==> src/hdl/tjaik_div.sv <==
// Pipelined restoring divider for a ratio below one, rounded to nearest.
// One quotient bit per cell. Depends on nothing.
module tjaik_div #(
   parameter int NW = 34,
   parameter int QB = 30
) (
   input  logic          clock,
   input  logic          en,
   input  logic [NW-1:0] an,
   input  logic [NW-1:0] ad,
   output logic [QB:0]   q
);

   logic [NW:0]   rem_ff [QB];
   logic [NW-1:0] d_ff   [QB];
   logic [QB-1:0] q_ff   [QB];
   logic [QB:0]   qr_ff;
   logic [NW:0]   rsum;

   for (genvar k = 0; k < QB; k++) begin : g_cell
      logic [NW:0]   rem_cur;
      logic [NW-1:0] d_cur;
      logic [QB-1:0] q_cur;
      logic [NW:0]   sh;
      logic          ge;

      if (k == 0) begin : g_first
         assign rem_cur = (NW+1)'(an);
         assign d_cur   = ad;
         assign q_cur   = '0;
      end else begin : g_next
         assign rem_cur = rem_ff[k-1];
         assign d_cur   = d_ff[k-1];
         assign q_cur   = q_ff[k-1];
      end

      always_comb begin
         sh = {rem_cur[NW-1:0], 1'b0};
         ge = sh >= (NW+1)'(d_cur);
      end

      always_ff @(posedge clock) begin
         if (en) begin
            rem_ff[k] <= ge ? sh - (NW+1)'(d_cur) : sh;
            d_ff[k]   <= d_cur;
            q_ff[k]   <= {q_cur[QB-2:0], ge};
         end
      end
   end

   // Adding half the divisor before dividing is the same as this carry.
   assign rsum = rem_ff[QB-1] + (NW+1)'(d_ff[QB-1] >> 1);

   always_ff @(posedge clock) begin
      if (en) begin
         qr_ff <= (QB+1)'(q_ff[QB-1]) + (QB+1)'(rsum >= (NW+1)'(d_ff[QB-1]));
      end
   end

   assign q = qr_ff;

endmodule

==> config.mk <==
export PLATFORM = sky130hd
export DESIGN_NAME = tjaik_div
export DESIGN_NICKNAME = d
export VERILOG_FILES = /design/src/hdl/tjaik_div.sv
export SDC_FILE = /design/constraint.sdc
export NUM_CORES = 2
export LEC_CHECK = 0
export BUFFER_PORTS_ARGS = -buffer_cell sky130_fd_sc_hd__buf_2
export CORE_MARGIN = 3
export CORE_UTILIZATION = 40
export CTS_CLUSTER_SIZE = 28
export DETAILED_ROUTE_END_ITERATION = 10
export SLEW_MARGIN = 20
export SYNTH_ARGS = -nofsm -noshare
export SYNTH_HDL_FRONTEND = slang
export SYNTH_SLANG_ARGS = --single-unit
==> constraint.sdc <==
create_clock -name clock -period 7 [get_ports clock]
set_input_delay 0.35 -clock clock [delete_from_list [all_inputs] [get_ports clock]]
set_output_delay 0.35 -clock clock [all_outputs]
set_load 0.01 [all_outputs]
==> reports/results.tsv <==
stage	metric	value	unit
floorplanning	core	357000	um^2
critical_path	worstSetupStartpointType	register	
detailed_routing	drc	0	
timing	setup_slack	0.670	ns
power_and_ir_drop	clockPowerShare	0.199	
power_and_ir_drop	p_switching	29.6	mW
detailed_routing	wl_met2	162000	um
yosys	ys_top_cells_by_count	edfxtp_1 (2537), inv_1 (1330), a21oi_1 (1099), ha_1 (1090), nand2_1 (1052)	
power_and_ir_drop	combPwrFrac	0.467	
timing	skew	0.0430	ns
yosys	yosysSeqAreaShare	0.529	
detailed_routing	finalWirelength	348000	um
yosys	postSynthCellCount	13100	
clock_network	htree_levels	5	
timing	worst_slew_pin_slew	1.26	ns
floorplanning	dieArea	367000	um^2
critical_path	crit_family	compound AO/OA/AOI/OAI gates	
floorplanning	ios	101	
yosys	synthDistinctLibCells	93	
yosys	synth_top_flop_cell	edfxtp_1	
final_layout	drive_above_1_share	0.0613	
clock_network	cts_buffers	291	
power_and_ir_drop	power_switching_share	0.388	
critical_path	worstSetupPathType	register to register	
global_routing	grt_pass1_vias	94000	
place	io_buffers	100	
floorplanning	fp.dieH	606	um
detailed_routing	avgViaCountPerCell	5.33	
timing	setup_violations	0	
detailed_routing	first_pass_iters	6	
critical_path	critPathArrivalTime	6.96	ns
worst_hold_path	min_from	an[33]	
final_layout	fillCellCount	33300	
detailed_routing	highest_layer	met5	
global_routing	grt_max_degree	177	
place	dpl-instance-area	150000	um^2
power_and_ir_drop	leakagePower	65.3	nW
critical_path	crit_required	7.63	ns
yosys	yosys.area.top_type_share	0.529	
final_layout	final_core_util	0.449	
yosys	syn_area	144000	um^2
clock_network	clk_path_buf_depth	4	
run_status	status	finished, final reports clean	
detailed_routing	via_count	97800	
yosys	synth_edf_count	2537	
final_layout	design_area	161000	um^2
critical_path	crit_fanout	5	
final_layout	syn_to_final_growth	11.4	%
yosys	yosysTopAreaCell	edfxtp_1	
timing	clock.fmax	158	MHz
global_routing	grt_antenna_before_repair	7	
clock_network	cts_tree	done	
yosys	synthArstFlopShare	0	
detailed_routing	wire_per_inst	18.9	um
power_and_ir_drop	cellInternalPower	46.6	mW
floorplanning	die_w	606	um
clock_network	cts.clk_slew.worst_paths	0.06	ns
clock_network	clock_sinks	2537	
detailed_routing	met1Wirelength	161000	um
timing	maxSlewHeadroom	0.161	
place	dpl.hpwl	265000	um
yosys	syn_avg_cell_area	11.0	um^2
power_and_ir_drop	powerDensity	475	nW/um^2
job	maxCapViolCount	0	
yosys	synthTopCellsByArea	edfxtp_1 (53%), ha_1 (9.5%), a21oi_1 (3.8%)	
timing	rsz0062_at_grt	no	
yosys	yosys_register_bits	2537	
detailed_routing	wl_met3	15000	um
timing	finalCritPeriodShare	0.904	
yosys	ys_warn_count	0	
timing	min_period	6.33	ns
place	place_congestion	0.904	
global_routing	grt_pass1_wl	541000	um
critical_path	slowest_stage	edfxtp_1	
floorplanning	start_util	0.403	
power_and_ir_drop	power.total	76.2	mW
power_and_ir_drop	p_seq_frac	0.334	
global_routing	overflow	0	
detailed_routing	ant_nets	0	
clock_network	cts_root_buffer	clkbuf_16	
timing	fin_tns_setup	0	ns
critical_path	cpPeakStageDelay	0.40	ns
timing	finalHoldViolCount	0	
critical_path	path_buf_inv	2	
critical_path	critPathLaunch	d_ff[1][453]	
yosys	synth.most_common_cell	edfxtp_1	
detailed_routing	initialDrtViolationCount	7030	
place	pre_cts_ws	0.417	ns
timing	slew_viol_final	0	
final_layout	layout.nets	14600	
floorplanning	core.rowCount	219	
critical_path	r2r_start	d_ff[1][453]	
global_routing	grt_use_total	0.185	
yosys	synth_nets	14300	
critical_path	cp-end-kind	register	
clock_network	clock_latency	0.91	ns
worst_hold_path	hold_path_class	input pin to register	
power_and_ir_drop	peakVddDrop	0.230	mV
tightest hold or removal path: stages:
cell,delay (ns)
buf_2,0.09
nor2_1,0.04
o21ai_0,0.20
a31oi_4,0.13
nor2_1,0.12
sequential cells by signal, summed over array words and instances, names as in the netlist:
register  cells
q            31
d_ff       1020
rem_ff     1021
q_ff        465
cell families after synthesis:
logic type	after synthesis	share of synthesized area
fa+ha+maj	1121	0.0990
compound gates	3603	0.155
simple gates	3100	0.101
buf+inv	1623	0.0429
mux	244	0.0192
flops	2537	0.529
xor+xnor	891	0.0542
layout by cell type (no fill, tap or decap), drive strengths merged, types with 31 or more instances in the layout:
| master | count |
|---|---|
| a2111oi | 31 |
| a211o | 35 |
| a211oi | 91 |
| a21boi | 43 |
| a21o | 548 |
| a21oi | 1099 |
| a31oi | 117 |
| and2 | 58 |
| and3 | 102 |
| and4 | 38 |
| buf | 184 |
| bufinv | 32 |
| clkbuf | 340 |
| clkinv | 113 |
| dlygate4sd3 | 69 |
| edfxtp | 2537 |
| fa | 31 |
| ha | 1090 |
| inv | 1361 |
| mux2 | 231 |
| nand2 | 1052 |
| nand2b | 150 |
| nand3 | 176 |
| nand4 | 155 |
| nor2 | 810 |
| nor2b | 150 |
| nor3 | 189 |
| nor4 | 50 |
| o211ai | 49 |
| o21a | 130 |
| o21ai | 955 |
| o21bai | 105 |
| o31ai | 90 |
| o41ai | 39 |
| or2 | 45 |
| or3 | 53 |
| xnor2 | 540 |
| xor2 | 351 |
cell type report:
class,count,area (um^2),area share
clock inverters,179,1900,0.0118
well taps,4751,5940,0.0370
multi-input cells,8959,61900,0.386
inverters,1343,5040,0.0314
diodes,3,7.51,0.0000468
clock buffers,340,7590,0.0473
flip-flops and latches,2537,76200,0.474
repair buffers,253,1990,0.0124
worst paths after layout:
check | endpoint | slack (ns) | cells past startpoint
max | q[26] | 0.67 | 29
min | rem_ff[0][0] | 0.17 | 5
max reg2reg | q[26] | 0.67 | 29
min reg2reg | q_ff[1][363] | 0.40 | 0
per-layer routing:
metal / up-vias / track usage
met5: - / 0
met3: 498 / 0.0220
met2: 2078 / 0.306
met1: 46700 / 0.258
li1: 48600 / -
met4: 2 / 0.0489
power groups by stage:
stage / combinational, mW / sequential (mW) / clock [mW]
after floorplan: 27.2 / 24.4 / 0
after global placement: 35.1 / 25.8 / 0
after detailed placement: 35.2 / 25.8 / 0
after CTS: 35.5 / 25.5 / 15.7
after global routing: 39.9 / 25.9 / 16.3
final: 35.6 / 25.5 / 15.2
what timing repair did:
action                     4_1_cts  5_1_grt
hold endpoints to repair        99        0
gates resized for setup          0        1
setup buffers                    0        0
setup endpoints to repair        0        1
hold buffers                    69        0
stage by stage:
step / hold slack, ns / cells
after global placement: 0.401 / 17800
after global routing: 0.165 / 18400
after CTS: 0.0865 / 18400
after floorplan: 0.400 / 13100
final: 0.169 / 18400
after detailed placement: 0.405 / 17800
Note: power is estimated with default switching activity, not from simulation.
