==> config.mk <==
export PLATFORM = sky130hd
export DESIGN_NAME = tjaik_sqrt
export DESIGN_NICKNAME = d
export VERILOG_FILES = /design/src/hdl/tjaik_sqrt.sv
export SDC_FILE = /design/constraint.sdc
export NUM_CORES = 1
export LEC_CHECK = 0
export BUFFER_PORTS_ARGS = -buffer_cell sky130_fd_sc_hd__buf_2
export CAP_MARGIN = 20
export CORE_AREA = 2 2 280 282
export CTS_CLUSTER_DIAMETER = 50
export DETAILED_ROUTE_END_ITERATION = 6
export DIE_AREA = 0 0 282 284
export GPL_ROUTABILITY_DRIVEN = 0
export PLACE_DENSITY = 0.56
export RECOVER_POWER = 100
export SLEW_MARGIN = 20
export SYNTH_ARGS = -nofsm -noshare
export SYNTH_HDL_FRONTEND = slang
export SYNTH_SLANG_ARGS = --single-unit
export TNS_END_PERCENT = 30
==> constraint.sdc <==
create_clock -name clock -period 3.95 [get_ports clock]
set_input_delay 0.395 -clock clock [delete_from_list [all_inputs] [get_ports clock]]
set_output_delay 0.395 -clock clock [all_outputs]
set_load 0.05 [all_outputs]
==> src/hdl/tjaik_sqrt.sv <==
// Pipelined integer square root rounded to nearest, one result bit per cell.
// Depends on nothing.
module tjaik_sqrt #(
   parameter int IN_W = 32
) (
   input  logic              clock,
   input  logic              en,
   input  logic [IN_W-1:0]   val,
   output logic [IN_W/2:0]   root
);

   localparam int N  = IN_W / 2;
   localparam int RW = N + 3;

   logic [IN_W-1:0] v_ff   [N];
   logic [RW-1:0]   rem_ff [N];
   logic [N-1:0]    rt_ff  [N];
   logic [N:0]      root_ff;

   for (genvar k = 0; k < N; k++) begin : g_cell
      logic [IN_W-1:0] v_cur;
      logic [RW-1:0]   rem_cur;
      logic [N-1:0]    rt_cur;
      logic [RW-1:0]   acc;
      logic [RW-1:0]   trial;
      logic [RW-1:0]   rem_in;
      logic [N-1:0]    rt_in;

      if (k == 0) begin : g_first
         assign v_cur   = val;
         assign rem_cur = '0;
         assign rt_cur  = '0;
      end else begin : g_next
         assign v_cur   = v_ff[k-1];
         assign rem_cur = rem_ff[k-1];
         assign rt_cur  = rt_ff[k-1];
      end

      always_comb begin
         acc   = {rem_cur[N:0], v_cur[IN_W-1:IN_W-2]};
         trial = RW'({rt_cur, 2'b01});
         if (acc >= trial) begin
            rem_in = acc - trial;
            rt_in  = {rt_cur[N-2:0], 1'b1};
         end else begin
            rem_in = acc;
            rt_in  = {rt_cur[N-2:0], 1'b0};
         end
      end

      always_ff @(posedge clock) begin
         if (en) begin
            v_ff[k]   <= v_cur << 2;
            rem_ff[k] <= rem_in;
            rt_ff[k]  <= rt_in;
         end
      end
   end

   // Round up when the remainder exceeds the floor root.
   always_ff @(posedge clock) begin
      if (en) begin
         root_ff <= (N+1)'(rt_ff[N-1]) + (N+1)'(rem_ff[N-1] > RW'(rt_ff[N-1]));
      end
   end

   assign root = root_ff;

endmodule

==> flow_summary.ini, run 1 <==
[run_status]
run_status = complete, but fails checks
failed_checks = capacitance limit, slew limit

[critical_path]
critPathRequiredTime_ns = 4.29
slowest_delay_ns = 0.65
crit_fanout = 19
crit_slowest_cell = a21oi_1
crit_chain = ha_1, a21o_1, a21oi_1, or4b_2, a21oi_1, o311ai_4, clkbuf_1, nor2_1, a21oi_1
start_kind = flip-flop
worst-r2r-cell-count = 9
cp.arrival_ns = 3.94
r2r-end = rem_ff[1][117]$_DFFE_PP_
reg2reg_from = rem_ff[1][98]$_DFFE_PP_
regToRegSetupSlack_ns = 0.34
worstSetupPathType = reg -> reg
endpoint_kind = flip-flop
crit_top_cell = a21oi_1

[timing]
rsz0062_at_grt = no
hold_viol = 0
slew_violations = 347
worst_pin_slew_ns = 2.15
slew_headroom = -0.431
fmax_mhz = 277
fin_crit_ns = 3.61
min_period_over_period = 0.913
setup_viol = 0
final.setup.worst_slack_ns = 0.345
fin_setup_tns_ns = 0
finClkSkew_ns = 0.0252
timing.hold.ws_ns = 0.0672

[final_layout]
multiInputGateArea_mm2 = 0.0100
register_area_mm2 = 0.0195
drive_gt1_frac = 0.0827
antenna_cells = 0
fillers = 6914
final_cell_mix = edfxtp_1 (649), inv_1 (209), nor2_1 (173)
syn_to_final_growth_pct = 13.6
final_nets = 2662
final_common_cell = edfxtp_1
post-route-util = 0.451

[flow_run]
cap_violations = 5

[floorplan]
fp.dieW_um = 282
initial_core_util = 0.397
pin_count = 51
die-area_mm2 = 0.0801
core_area_mm2 = 0.0770
num_rows = 102
die_h_um = 284

[routing]
drt-initial-drc-count = 1081
drc = 0
postRouteAntennaNets = 0
num_vias = 17946
wl_per_cell_um = 15.3
drt_wl_total_mm = 54.5
first_pass_iters = 5
vias_per_cell = 5.05

[placement]
io_buffers = 50
dp_slack_ns = 0.528
hpwl_mm = 39.0

[clocking]
htreeDepth = 3
clock_path_buffers = 3
numCtsBuffers = 78
clock_latency_ns = 0.61
post_cts_buffers = 0
cts_sinks = 649
ctsResizeCount = 0
hold_buffers = 30
clk_transition_reported_paths_ns = 0.06
cts_tree = done
cts_root_buf = clkbuf_16

[logic_synthesis]
synthFlopType = edfxtp_1
ys_types = 88
ys_warn_count = 0
synthCells = 2313
ys_seq_elements = 649
syn_nets = 2519
async_flop_share = 0
netlist_area_mm2 = 0.0305
yosysSeqAreaShare = 0.639
avgSynthCellArea_um2 = 13.2
synth-edff-count = 649

[power]
p_per_area_mw_per_mm2 = 552
ir_drop_mv = 0.389
p_total_mw = 19.2
p_leak_nw = 13.3

[worst_hold_path]
holdCritStartpoint = val[31]
min_path_type = in -> reg
holdPathStages = 2
min_to = rt_ff[0][0]$_DFFE_PP_

[grt]
grt_remaining_overflow = 0
grt_pass1_wl_mm = 90.0
antenna_found_initial = 1
grt_pass1_vias = 17966
grt.total_usage = 0.137
grt_max_degree = 115
[cell usage after synthesis (all sizes together), types with 7 or more instances]
cell type  instances  area [um2]
mux2i              7        70.1
a211oi            11        97.6
nand3b            12        90.1
inv              209         785
a21oi            164         832
o31ai              7        52.6
nand3             43         215
xor2              95         832
nor3              59         295
o211ai            11        87.6
clkbuf            12        45.0
o21a              32         240
o21ai             93         473
nor2b             25         156
a31oi             11        75.1
and2              13        81.3
xnor2            106         928
and3               9        56.3
nor3b              9        72.6
ha               172        2150
mux2              34         383
nand2             90         338
nand4             25         156
nand2b            24         150
or2               12        75.1
or3               25         158
a21o              38         287
or4                9        67.6
edfxtp           649       19500
nor2             173         649
buf               19         120
nor4              29         194
o21bai             8        60.1
[worst max-delay path by stage]
stage               cells after the start                       end                     from  slack, ns
finish                                  9  rem_ff[1][117]$_DFFE_PP_  rem_ff[1][98]$_DFFE_PP_       0.34
global route                            8  rem_ff[1][101]$_DFFE_PP_   rt_ff[1][66]$_DFFE_PP_       0.11
CTS                                    15        root[14]$_DFFE_PP_  rt_ff[1][119]$_DFFE_PP_       0.45
detailed placement                     15        root[14]$_DFFE_PP_  rt_ff[1][119]$_DFFE_PP_       0.53
global placement                       15        root[14]$_DFFE_PP_  rt_ff[1][120]$_DFFE_PP_       0.72
floorplan                              13        root[13]$_DFFE_PP_  rt_ff[1][120]$_DFFE_PP_       1.05
[power breakdown]
part | total (mW) | switching [mW] | internal (mW)
logic | 3.21 | 1.84 | 1.36
clock network | 6.84 | 2.70 | 4.14
registers | 9.10 | 0.452 | 8.65
total | 19.2 | 5.00 | 14.2
[per-layer routing]
layer	track usage	share of wire	vias up
li1	-	-	8861
met1	0.180	0.45	8625
met2	0.229	0.48	355
met3	0.0270	0.047	103
met4	0.0419	0.022	2
met5	0	0.00015	-
[kinds of logic (layout without fill, tap and decap cells)]
kind of cell,count (synthesis),after routing,synth area share
flops,649,649,0.639
simple gates,574,574,0.0954
compound gates,435,435,0.0916
buf+inv,240,443,0.0311
xor+xnor,201,201,0.0577
fa+ha+maj,172,172,0.0705
mux,41,41,0.0148
other cells,1,1,0.000123
[sequential cells by signal (all words and copies together), names as in the netlist]
signal,count
rem_ff,256
root,17
v_ff,240
rt_ff,136
[critical path: cells and delay by family, from the launching register on]
family                   cells  cell delay, ns
adder cells (fa/ha/maj)      1            0.39
AND/OR/NAND/NOR              2            0.76
flip-flops                   1            0.40
AO/OA/AOI/OAI                5            1.48
buffers and inverters        1            0.30
[layout make-up]
| class | count | share of cell area |
|---|---|---|
| Sequential cell | 649 | 0.562 |
| Multi-Input combinational cell | 1424 | 0.289 |
| Clock buffer | 94 | 0.0586 |
| Tap cell | 1040 | 0.0375 |
| Inverter | 209 | 0.0226 |
| Timing Repair Buffer | 94 | 0.0174 |
| Clock inverter | 46 | 0.0131 |
[stage by stage]
stage / cells / instance area [um2]
3_3_place_gp: 3386 / 32100
2_1_floorplan: 2313 / 30500
6_report: 3556 / 34700
5_1_grt: 3556 / 34700
3_5_place_dp: 3386 / 32100
4_1_cts: 3556 / 34900
No activity file was read; power rests on OpenSTA's default activity.
==> inputs of run 2 (changes only) <==
--- a/config.mk
+++ b/config.mk
@@ -7,12 +7,12 @@
 export LEC_CHECK = 0
 export BUFFER_PORTS_ARGS = -buffer_cell sky130_fd_sc_hd__buf_2
 export CAP_MARGIN = 20
-export CORE_AREA = 2 2 280 282
+export CORE_AREA = 2 2 360 362
 export CTS_CLUSTER_DIAMETER = 50
 export DETAILED_ROUTE_END_ITERATION = 6
-export DIE_AREA = 0 0 282 284
+export DIE_AREA = 0 0 362 364
 export GPL_ROUTABILITY_DRIVEN = 0
-export PLACE_DENSITY = 0.56
+export PLACE_DENSITY = 0.39
 export RECOVER_POWER = 100
 export SLEW_MARGIN = 20
 export SYNTH_ARGS = -nofsm -noshare
==> run 2 against run 1 <==
  * The flow still finishes with violations (capacitance limit, slew limit)
  * Largest cell class unchanged
  * Register-to-register slack better by 0.03 ns
  * Power grew 10%
  * Core utilization down 17 points
==> flow_summary.ini, run 2 (same netlist as run 1, synthesis figures left out) <==
[routing]
wl_per_cell_um = 14.1
vias_per_cell = 4.25
postRouteAntennaNets = 0
drc = 0
first_pass_iters = 7
drt_wl_total_mm = 59.9
num_vias = 17994
drt-initial-drc-count = 951

[clocking]
post_cts_buffers = 0
clk_transition_reported_paths_ns = 0.05
clock_path_buffers = 3
clock_latency_ns = 0.69
ctsResizeCount = 0
numCtsBuffers = 98
cts_tree = done
cts_root_buf = clkbuf_16
cts_sinks = 649
htreeDepth = 3
hold_buffers = 33

[timing]
fin_crit_ns = 3.57
min_period_over_period = 0.904
slew_violations = 99
setup_viol = 0
fmax_mhz = 280
rsz0062_at_grt = no
slew_headroom = -0.737
hold_viol = 0
finClkSkew_ns = 0.0499
worst_pin_slew_ns = 2.61
fin_setup_tns_ns = 0

[critical_path]
cp.arrival_ns = 3.94
worst-r2r-cell-count = 7
endpoint_kind = flip-flop
start_kind = flip-flop
regToRegSetupSlack_ns = 0.38
critPathRequiredTime_ns = 4.32
reg2reg_from = rem_ff[1][128]$_DFFE_PP_
worstSetupPathType = reg -> reg
crit_fanout = 25
r2r-end = rem_ff[1][141]$_DFFE_PP_

[final_layout]
largest_reg_flops = 256
syn_to_final_growth_pct = 19.2
drive_gt1_frac = 0.0987
final_common_cell = edfxtp_1
final_nets = 2695
top_regs = rem_ff (256), v_ff (240), rt_ff (136)
final_cell_mix = edfxtp_1 (649), inv_1 (208), nor2_1 (173)
top_register = rem_ff
antenna_cells = 0

[run_status]
run_status = complete, but fails checks
failed_checks = capacitance limit, slew limit

[floorplan]
pin_count = 51
initial_core_util = 0.238
core_area_mm2 = 0.128
die-area_mm2 = 0.132
num_rows = 132
die_h_um = 364
fp.dieW_um = 362

[worst_hold_path]
holdPathStages = 0
holdCritStartpoint = v_ff[1][114]$_DFFE_PP_
min_path_type = reg -> reg
min_to = v_ff[1][146]$_DFFE_PP_

[power]
p_per_area_mw_per_mm2 = 579
p_leak_nw = 13.8
ir_drop_mv = 0.301
p_total_mw = 21.1

[grt]
grt_max_degree = 99
antenna_found_initial = 0
grt_pass1_vias = 18529
grt.total_usage = 0.0911
grt_pass1_wl_mm = 96.7
grt_remaining_overflow = 0

[placement]
hpwl_mm = 43.0
io_buffers = 50

[flow_run]
cap_violations = 1
run 2: changes by cell type in the layout (fill, tap and decap cells not counted), moves of 4 or more:
cell	before	now
and2_1	8	4
clkbuf_4	4	0
clkbuf_16	79	98
and2_0	5	9
clkinv_4	1	9
bufinv_16	7	13
inv_6	4	8
clkbuf_2	4	10
run 2: how the worst max path moves through the flow:
stage / startpoint / endpoint / slack, ns / cells after the start
after floorplan: rt_ff[1][120]$_DFFE_PP_ / root[13]$_DFFE_PP_ / 1.05 / 13
after global placement: rt_ff[1][120]$_DFFE_PP_ / root[14]$_DFFE_PP_ / 0.63 / 15
after detailed placement: rt_ff[1][120]$_DFFE_PP_ / root[12]$_DFFE_PP_ / 0.58 / 15
after CTS: rt_ff[1][120]$_DFFE_PP_ / root[12]$_DFFE_PP_ / 0.53 / 15
after global routing: rem_ff[1][21]$_DFFE_PP_ / rem_ff[1][46]$_DFFE_PP_ / 0.14 / 8
final: rem_ff[1][128]$_DFFE_PP_ / rem_ff[1][141]$_DFFE_PP_ / 0.38 / 7
run 2: through the flow:
step	setup WS, ns	utilization	hold slack (ns)	instances	instance area, um2
finish	0.377	0.283	0.371	4238	36400
global route	0.142	0.283	0.359	4238	36400
CTS	0.530	0.286	0.295	4238	36700
detailed placement	0.581	0.257	0.405	4031	33000
global placement	0.625	0.257	0.400	4031	33000
floorplan	1.05	-	0.400	2313	30500
run 2: per-layer routing:
metal  vias up  wire [um]  track usage
li1       8945          -            -
met1      8587      26500        0.109
met2       323      28800        0.155
met3       139       2620       0.0225
met4         0       1980       0.0389
met5         -          0            0
run 2: critical path, stage by stage, from the launching register on:
cell       delay (ns)
edfxtp_1         0.41
ha_1             0.44
a2111oi_0        0.49
o41ai_1          0.16
a31oi_1          0.17
a21boi_2         0.43
clkbuf_1         0.84
o21ai_0          0.32
run 2: power by group:
group          switching (mW)  internal, mW  leakage, nW  total, mW
Clock                    3.27          5.45         1.61       8.72
Combinational            1.87          1.37         5.94       3.24
Sequential              0.454          8.65         6.22       9.11
Total                    5.59          15.5         13.8       21.1
run 2: final cells by class:
class                           instances  area, um2
Fill cell                           12905      92000
Sequential cell                       649      19500
Multi-Input combinational cell       1424      10000
Clock buffer                          106       2480
Tap cell                             1675       2100
Clock inverter                         68        856
Inverter                              209        785
Timing Repair Buffer                  107        662
